## src/rtl/clle_pkg.sv

```systemverilog
`timescale 1ns / 1ps
`default_nettype none
package clle_pkg;
   localparam int CMD_WIDTH = 4;
   localparam int STATUS_WIDTH = 2;

   typedef enum logic [CMD_WIDTH-1:0] {
      CMD_FIRST = 4'd0,
      CMD_NEXT = 4'd1,
      CMD_PREV = 4'd2,
      CMD_LAST = 4'd3,
      CMD_PUSH_FRONT = 4'd4,
      CMD_PUSH_BACK = 4'd5,
      CMD_PUSH_CURRENT = 4'd6,
      CMD_POP_FRONT = 4'd7,
      CMD_POP_BACK = 4'd8,
      CMD_POP_CURRENT = 4'd9,
      CMD_CLEAN = 4'd10
   } command_type;

   typedef enum logic [STATUS_WIDTH-1:0] {
      ST_OK = 2'd0,
      ST_EMPTY = 2'd1,
      ST_FULL = 2'd2,
      ST_NO_NEIGHBOR = 2'd3
   } status_type;

   typedef enum logic [2:0] {
      S_IDLE,
      S_READ,
      S_EXEC,
      S_FINISH,
      S_RESPOND
   } state_type;

   typedef struct packed {
      logic load;
      logic read;
      logic exec;
      logic finish;
   } ctrl_type;
endpackage
`default_nettype wire

```

## src/rtl/clle_if.sv

```systemverilog
`timescale 1ns / 1ps
`default_nettype none
interface clle_req_if;
   logic valid;
   logic ready;
   logic [3:0] command;
   logic [31:0] value_in;
   modport source (output valid, command, value_in, input ready);
   modport sink (input valid, command, value_in, output ready);
endinterface

`default_nettype wire

```

## src/rtl/clle_control.sv

```systemverilog
`timescale 1ns / 1ps
`default_nettype none
module clle_control (
   input wire logic clock,
   input wire logic reset,
   clle_req_if.sink req,
   input wire logic rsp_ready,
   output logic rsp_valid,
   output clle_pkg::ctrl_type ctrl
);
   import clle_pkg::*;
   state_type state_ff, state_in;

   always_ff @(posedge clock) begin
      if (reset) begin
         state_ff <= S_IDLE;
      end else begin
         state_ff <= state_in;
      end
   end

   always_comb begin
      state_in = state_ff;
      case (state_ff)
         S_IDLE: if (req.valid) state_in = S_READ;
         S_READ: state_in = S_EXEC;
         S_EXEC: state_in = S_FINISH;
         S_FINISH: state_in = S_RESPOND;
         S_RESPOND: if (rsp_ready) state_in = S_IDLE;
         default: state_in = S_IDLE;
      endcase
   end

   always_comb begin
      ctrl = '0;
      req.ready = 1'b0;
      rsp_valid = 1'b0;
      case (state_ff)
         S_IDLE: begin
            req.ready = 1'b1;
            ctrl.load = req.valid;
         end
         S_READ: ctrl.read = 1'b1;
         S_EXEC: ctrl.exec = 1'b1;
         S_FINISH: ctrl.finish = 1'b1;
         S_RESPOND: rsp_valid = 1'b1;
         default: ;
      endcase
   end
endmodule
`default_nettype wire

```

## src/flat_wrapper.sv

```systemverilog
// flat-port wrapper written by rule: the top's interface ports become plain ports
module clle_control_flat import clle_pkg::*;
  (clock, reset, rsp_ready, rsp_valid, ctrl, req_valid, req_command, req_value_in, req_ready);
  clle_req_if req_i ();
  input wire logic clock;
  input wire logic reset;
  input wire logic rsp_ready;
  output logic rsp_valid;
  output clle_pkg::ctrl_type ctrl;
  input wire logic [$bits(req_i.valid)-1:0] req_valid;
  input wire logic [$bits(req_i.command)-1:0] req_command;
  input wire logic [$bits(req_i.value_in)-1:0] req_value_in;
  output wire logic [$bits(req_i.ready)-1:0] req_ready;
  assign req_i.valid = req_valid;
  assign req_i.command = req_command;
  assign req_i.value_in = req_value_in;
  assign req_ready = req_i.ready;
  clle_control u_core (.clock(clock), .reset(reset), .req(req_i), .rsp_ready(rsp_ready), .rsp_valid(rsp_valid), .ctrl(ctrl));
endmodule
```

## config.mk

```make
export PLATFORM = sky130hd
export DESIGN_NAME = clle_control_flat
export DESIGN_NICKNAME = d
export VERILOG_FILES = /design/src/rtl/clle_pkg.sv /design/src/rtl/clle_if.sv /design/src/rtl/clle_control.sv /design/src/flat_wrapper.sv
export SDC_FILE = /design/constraint.sdc
export NUM_CORES = 1
export LEC_CHECK = 0
export BUFFER_PORTS_ARGS = -buffer_cell sky130_fd_sc_hd__buf_4
export CORE_AREA = 10 10 47 49
export DETAILED_ROUTE_END_ITERATION = 16
export DIE_AREA = 0 0 57 59
export SLEW_MARGIN = 10
export SYNTH_ARGS = -nofsm -noshare
export SYNTH_HDL_FRONTEND = slang
export SYNTH_SLANG_ARGS = --single-unit
```

## constraint.sdc

```tcl
create_clock -name clock -period 3.04 [get_ports clock]
set_clock_uncertainty 0.1 [all_clocks]
set_input_delay 0.152 -clock clock [delete_from_list [all_inputs] [get_ports clock]]
set_output_delay 0.152 -clock clock [all_outputs]
set_load 0.02 [all_outputs]
```

==> results of run 1 <==
[layout by cell type (no fill, tap or decap)]
cell	synthesis	final
sky130_fd_sc_hd__nor3b_1	2	2
sky130_fd_sc_hd__nor4_1	1	1
sky130_fd_sc_hd__a22o_1	1	1
sky130_fd_sc_hd__nor2_1	2	2
sky130_fd_sc_hd__and3b_1	1	1
sky130_fd_sc_hd__inv_1	1	1
sky130_fd_sc_hd__nor3_1	2	2
sky130_fd_sc_hd__dlygate4sd3_1	0	1
sky130_fd_sc_hd__buf_4	1	9
sky130_fd_sc_hd__dfxtp_1	3	3
sky130_fd_sc_hd__nor3b_2	1	1
sky130_fd_sc_hd__and2_1	1	1
sky130_fd_sc_hd__clkbuf_4	0	3
sky130_fd_sc_hd__clkbuf_1	0	1
sky130_fd_sc_hd__xnor2_1	1	1
[logic make-up (layout without fill, tap and decap cells)]
group,Yosys count,count (layout),synth area share
buffers and inverters,2,15,0.07258
flip-flops,3,3,0.3871
XOR/XNOR,1,1,0.05646
AO/OA/AOI/OAI,1,1,0.05646
AND/OR/NAND/NOR,10,10,0.4275
[metal layers]
metal,GRT usage,vias up,wire [µm],share of wire
met2,0.03256,12,183,0.39
met5,0,-,0,0
met1,0.02834,71,189,0.40
met4,0.04027,0,23,0.049
met3,0.04292,2,70,0.15
li1,-,84,-,-
[area by class of cell]
class                           instances  area share
Clock buffer                            4     0.09677
Timing Repair Buffer                   10      0.2857
Tap cell                               16     0.07373
Multi-Input combinational cell         12      0.3088
Inverter                                1     0.01382
Sequential cell                         3      0.2212
[how the worst min path moves through the flow]
stage	end	slack, ns	depth (start not counted)
after floorplan	u_core.state_ff[1]$_SDFFE_PP0P_	0.13	1
after global placement	u_core.state_ff[1]$_SDFFE_PP0P_	0.25	2
after detailed placement	u_core.state_ff[1]$_SDFFE_PP0P_	0.25	2
after CTS	u_core.state_ff[0]$_SDFFE_PP0P_	0.09	3
after global routing	u_core.state_ff[0]$_SDFFE_PP0P_	0.11	3
final	u_core.state_ff[0]$_SDFFE_PP0P_	0.09	3
[tightest hold or removal path, stage by stage]
cell	delay [ns]
sky130_fd_sc_hd__buf_4	0.11
sky130_fd_sc_hd__nor2_1	0.07
sky130_fd_sc_hd__nor4_1	0.05
[power groups by stage]
stage          Sequential (W)  Combinational (W)  Clock [W]
2_1_floorplan       0.0000490          0.0000236          0
3_3_place_gp        0.0000504          0.0000406          0
3_5_place_dp        0.0000505          0.0000411          0
4_1_cts             0.0000498          0.0000421  0.0000758
5_1_grt             0.0000510          0.0000447  0.0000796
6_report            0.0000497          0.0000411  0.0000742
[metrics by stage]
step	instance area [µm²]	std cells	worst slack (ns)
finish	271.5	46	1.660
global route	271.5	46	1.557
CTS	271.5	46	1.648
detailed placement	235.2	41	1.909
global placement	235.2	41	1.904
floorplan	155.1	17	1.572
==> run_results.csv, run 1 <==
group,metric,value,unit
status,run_status,"finished clean",
timing,slew_headroom,0.8367,
timing,final-setup-viol-count,0,
global_route,grt_remaining_overflow,0,
cts,cts_repair_resizes,0,
worst_setup_path,cp.buffers_inverters,1,
worst_setup_path,timing.critical_path.max_delay_family,"simple AND/OR/NAND/NOR gates",
floorplanning,die_area,3363,µm²
worst_setup_path,worst_r2r_path_depth,2,
min_path,worstHoldPathType,"input port to register",
timing,rsz0062_at_grt,"no",
yosys,netlist.area_leader.share,0.3871,
cts,clock_path_buffers,2,
floorplanning,start_util,0.1107,
layout,top_regs,"u_core.state_ff: 3 flops",
yosys,mapped_nets,57,
worst_setup_path,worstPathArrival,1.13,ns
timing,setup_total_negative_slack,0,ns
floorplanning,io_pins,46,
floorplanning,placeableCoreArea,1401,µm²
yosys,post-synth-top-count-cell,"sky130_fd_sc_hd__dfxtp_1",
power,swShare,0.3126,
cts,cts.clk_slew.worst_paths,0.04,ns
worst_setup_path,worst_setup_path_start_kind,"register",
cts,tritoncts.num_buffers,3,
yosys,syn_area,155.1,µm²
power,power_frac_comb,0.249,
yosys,synth-warning-count,0,
timing,max_slew.worst_pin.slew,0.2445,ns
layout,number_of_flip_flops_under_the_largest_register_name,3,
yosys,synth_ff_type,"sky130_fd_sc_hd__dfxtp_1",
global_route,global_route.usage.total,0.03320,
flow_run,cap_viol_max_count,0,
power,power.ir.vdd_worst,0.2537,mV
layout,registers.top_by_ff_count,"u_core.state_ff",
global_route,grt_max_degree,8,
yosys,syn-instance-count,17,
worst_setup_path,slowest_stage,"sky130_fd_sc_hd__dfxtp_1",
power,power.clock.fraction,0.449,
power,net-switching-power,0.00005159,W
worst_setup_path,crit_end,"ctrl[3]",
layout,antennaDiodeCount,0,
layout,layout.core_utilization,0.1938,
worst_setup_path,peak_per_stage_delay_on_the_critical_path,0.37,ns
worst_setup_path,timing.rr.end,"u_core.state_ff[2]$_SDFFE_PP0P_",
yosys,ys_async_sr_fraction,0,
yosys,synth.ff_latch_count,3,
cts,clock_insertion_delay_at_the_later_pin_of_the_skew_report,0.24,ns
yosys,synth_enable_flop_cells,0,
route,detail_route.drc_violations,0,
floorplanning,rows,14,
timing,max_freq,724.4,MHz
timing,timing.final.crit_share,0.4541,
min_path,hold_start,"req_valid",
global_route,antenna_found_initial,0,
timing,timing.final.hold_violations,0,
worst_setup_path,critPathCaptureType,"primary output",
placement,replace_congestion,0.6973,
route,totalWireLength,468,µm
layout,seqCellArea,60.06,µm²
cts,cts-hold-fix-buffers,1,
layout,drive_above_1_share,0.4333,
power,power.density,607.8,nW/µm²
layout,fin_nets,71,
timing,final_max_slew_viol_count,0,
yosys,ys_seq_area_frac,0.3871,
route,drt-wirelength-per-cell,10.17,µm
route,iteration_0_drc_markers,2,
floorplanning,die_height,59,µm
cts,ctsRootBufferMaster,"sky130_fd_sc_hd__clkbuf_4",
cts,cts_htree_levels,1,
power,sequential_cell_fraction_of_total_power,0.301,
yosys,synth.top_cells.by_count,"sky130_fd_sc_hd__dfxtp_1, sky130_fd_sc_hd__nor2_1, sky130_fd_sc_hd__nor3_1, sky130_fd_sc_hd__nor3b_1",
floorplanning,die_w,57,µm
layout,multi_input_logic_area,83.83,µm²
yosys,syn_area_per_cell,9.126,µm²
worst_setup_path,crit_cells,3,
worst_setup_path,timing.critical_path.cells,"nor3_1 -> and2_1 -> buf_4",
cts,cts_tree,"yes",
worst_setup_path,worst-r2r-setup-slack,1.96,ns
global_route,grt_pass1_vias,163,
timing,fin_hold_ws,0.08854,ns
global_route,global_route_wire_length_before_repair,738,µm
power,design_power_total,0.0001650,W
timing,period_needed,1.380,ns
yosys,synth.top_cells.by_area,"sky130_fd_sc_hd__dfxtp_1, sky130_fd_sc_hd__nor3b_1, sky130_fd_sc_hd__nor3b_2",
yosys,netlist.top_cell.by_area,"sky130_fd_sc_hd__dfxtp_1",
route,drt-vias-per-instance,3.674,
worst_setup_path,critical_path_type,"register to primary output",
yosys,yosys.cell_types.count,12,
cts,cts_setup_buffers,0,
layout,count_of_fill_cells_added_during_filler_insertion,164,
worst_setup_path,setup.worst_path.start,"u_core.state_ff[0]$_SDFFE_PP0P_",
power,power.static_leakage,0.1247,nW
layout,area_growth,75.00,%
worst_setup_path,reg2reg_launch_point,"u_core.state_ff[2]$_SDFFE_PP0P_",
route,first_pass_iters,2,
worst_setup_path,cp.required,2.79,ns
route,ant_nets,0,
route,vias,169,
power,pint,0.0001134,W
cts,clock_sink_count,3,
placement,port_buffers,9,
worst_setup_path,worst-path-max-fanout,7,
Power figures use the tool's default switching activity.
==> run 2, diff against run 1 <==
==> constraint.sdc (replaced) <==
create_clock -name clock -period 1.1 [get_ports clock]
set_clock_uncertainty 0.1 [all_clocks]
set_input_delay 0.055 -clock clock [delete_from_list [all_inputs] [get_ports clock]]
set_output_delay 0.055 -clock clock [all_outputs]
set_load 0.02 [all_outputs]
==> run 2 against run 1 <==
Effect of this change: the flow now finishes with violations (setup timing); critical path type unchanged; global-route usage rose by 0.40 points; sequential cell count is the same; core utilization is 5.3 points higher; first-iteration DRC count down 100%; largest cell class is now buffers; clock power grew to 2.6 times the previous value; cell area grew 27%; clock-buffer cell count unchanged; total power grew to 3.0 times the previous value; critical path depth did not move; sequential power rose to 2.8 times the previous value; via count rose by 7.7%; register-to-register slack worse by 1.9 ns.
==> run_results.csv, run 2 (synthesized netlist as in run 1, its figures left out) <==
group,metric,value,unit
status,run_status,"complete, but fails checks",
status,violations,"setup timing",
layout,number_of_flip_flops_under_the_largest_register_name,3,
global_route,grt_remaining_overflow,0,
layout,final-instance-count-excl-fill,50,
worst_setup_path,worst_setup_path_start_kind,"register",
global_route,grt_max_degree,8,
route,first_pass_iters,1,
cts,cts_tree,"yes",
layout,top_regs,"u_core.state_ff: 3 flops",
floorplanning,die_area,3363,µm²
power,net-switching-power,0.0001450,W
cts,ctsRootBufferMaster,"sky130_fd_sc_hd__clkbuf_4",
power,power.ir.vdd_worst,0.3353,mV
global_route,antenna_found_initial,0,
worst_setup_path,critPathCaptureType,"primary output",
timing,fin_hold_ws,0.06217,ns
placement,placed_area,240.2,µm²
power,pint,0.0003499,W
floorplanning,rows,14,
power,sequential_cell_fraction_of_total_power,0.285,
route,ant_nets,0,
min_path,worstHoldPathType,"input port to register",
worst_setup_path,timing.critical_path.cells,"nor3_4 -> and2_4 -> buf_6",
worst_setup_path,slowest_stage,"sky130_fd_sc_hd__dfxtp_4",
power,power.density,1433,nW/µm²
layout,multi_input_logic_area,102.6,µm²
timing,period_needed,1.200,ns
power,power.clock.fraction,0.393,
layout,seqCellArea,71.32,µm²
timing,final-setup-viol-count,5,
route,iteration_0_drc_markers,0,
layout,registers.top_by_ff_count,"u_core.state_ff",
floorplanning,die_w,57,µm
global_route,global_route.usage.total,0.03720,
layout,finalInstanceArea,345.3,µm²
placement,post-place-cells,41,
timing,timing.final.crit_share,1.091,
placement,replace_congestion,0.5976,
layout,layout.cells.most_common_list,"sky130_fd_sc_hd__buf_4, sky130_fd_sc_hd__clkbuf_4, sky130_fd_sc_hd__buf_6, sky130_fd_sc_hd__dfxtp_4",
worst_setup_path,peak_per_stage_delay_on_the_critical_path,0.36,ns
route,detail_route.drc_violations,0,
power,power_frac_comb,0.322,
timing,max_slew.worst_pin.slew,0.1955,ns
global_route,global_route_wire_length_before_repair,883,µm
global_route,grt_pass1_vias,211,
timing,layout_setup_ws,-0.1000,ns
cts,cts.clk_slew.worst_paths,0.04,ns
worst_setup_path,worst-path-max-fanout,6,
worst_setup_path,critical_path_type,"register to primary output",
layout,fin_nets,75,
timing,setup_total_negative_slack,-0.2847,ns
cts,cts_htree_levels,1,
timing,slew_headroom,0.8684,
layout,count_of_fill_cells_added_during_filler_insertion,163,
floorplanning,start_util,0.1107,
timing,rsz0062_at_grt,"yes",
timing,max_freq,833.3,MHz
floorplanning,placeableCoreArea,1401,µm²
floorplanning,die_height,59,µm
worst_setup_path,cp.required,0.94,ns
placement,port_buffers,9,
timing,timing.final.hold_violations,0,
power,swShare,0.2930,
worst_setup_path,worstPathArrival,1.04,ns
floorplanning,io_pins,46,
timing,final_max_slew_viol_count,0,
layout,area_growth,122.6,%
layout,commonest_non_fill_non_tap_cell_in_the_layout,"sky130_fd_sc_hd__buf_4",
cts,clock_insertion_delay_at_the_later_pin_of_the_skew_report,0.23,ns
route,vias,182,
layout,antennaDiodeCount,0,
cts,tritoncts.num_buffers,3,
layout,drive_above_1_share,0.6471,
power,power.static_leakage,0.1586,nW
route,totalWireLength,518,µm
route,drt-wirelength-per-cell,10.36,µm
route,drt-vias-per-instance,3.640,
cts,clock_sink_count,3,
flow_run,cap_viol_max_count,0,
cts,clock_path_buffers,2,
==> run 2: cell type report <==
| type | count | area share |
|---|---|---|
| Timing Repair Buffer | 14 | 0.3514 |
| Multi-Input combinational cell | 12 | 0.2971 |
| Sequential cell | 3 | 0.2065 |
| Clock buffer | 4 | 0.07609 |
| Tap cell | 16 | 0.05797 |
| Inverter | 1 | 0.01087 |
==> run 2: repair_timing <==
action / CTS / global route
hold buffers: 2 / 0
buffers inserted: 2 / 1
gates cloned: 0 / 0
pin swaps: 2 / 1
endpoints found under the setup margin: 7 / 6
resized for setup: 10 / 2
hold endpoints to repair: 2 / 0
==> run 2: worst max-delay path: cells and delay by family, from the launching register on <==
kind                   cells  cell delay, ns
buffers and inverters      1            0.11
flip-flops                 1            0.36
AND/OR/NAND/NOR            2            0.35
==> run 2: worst paths after layout <==
path / end / slack (ns) / cells past startpoint / from
worst max-delay path: ctrl[3] / -0.1 / 3 / u_core.state_ff[2]$_SDFFE_PP0P_
worst max register to register: u_core.state_ff[2]$_SDFFE_PP0P_ / 0.07 / 2 / u_core.state_ff[2]$_SDFFE_PP0P_
worst min-delay path: u_core.state_ff[2]$_SDFFE_PP0P_ / 0.06 / 3 / rsp_ready
worst min register to register: u_core.state_ff[0]$_SDFFE_PP0P_ / 0.39 / 1 / u_core.state_ff[0]$_SDFFE_PP0P_
==> run 2: power groups by stage <==
stage / clock network [W] / registers [W] / logic (W)
2_1_floorplan: 0 / 0.000137 / 0.0000667
3_3_place_gp: 0 / 0.000141 / 0.000113
3_5_place_dp: 0 / 0.000141 / 0.000115
4_1_cts: 0.000206 / 0.000141 / 0.000144
5_1_grt: 0.000213 / 0.000144 / 0.000171
6_report: 0.000194 / 0.000141 / 0.000160
==> run 2: metal layers <==
layer  share of wire  wire length [µm]  track usage  vias to the layer above
met2            0.48               251      0.05271                        7
met1            0.38               195      0.02976                       80
met5               0                 0            0                        -
met3           0.089                46      0.01931                        2
met4           0.046                24      0.06040                        0
li1                -                 -            -                       93
==> run 2: through the flow <==
stage                     setup WS, ns  power [W]  utilization
final                          -0.1000  0.0004948       0.2464
after CTS                      -0.1123  0.0004912       0.2366
after floorplan               -0.06390  0.0002036            -
after detailed placement      0.007250  0.0002561       0.1714
after global placement         0.01282  0.0002538       0.1714
after global routing           -0.1393  0.0005283       0.2464
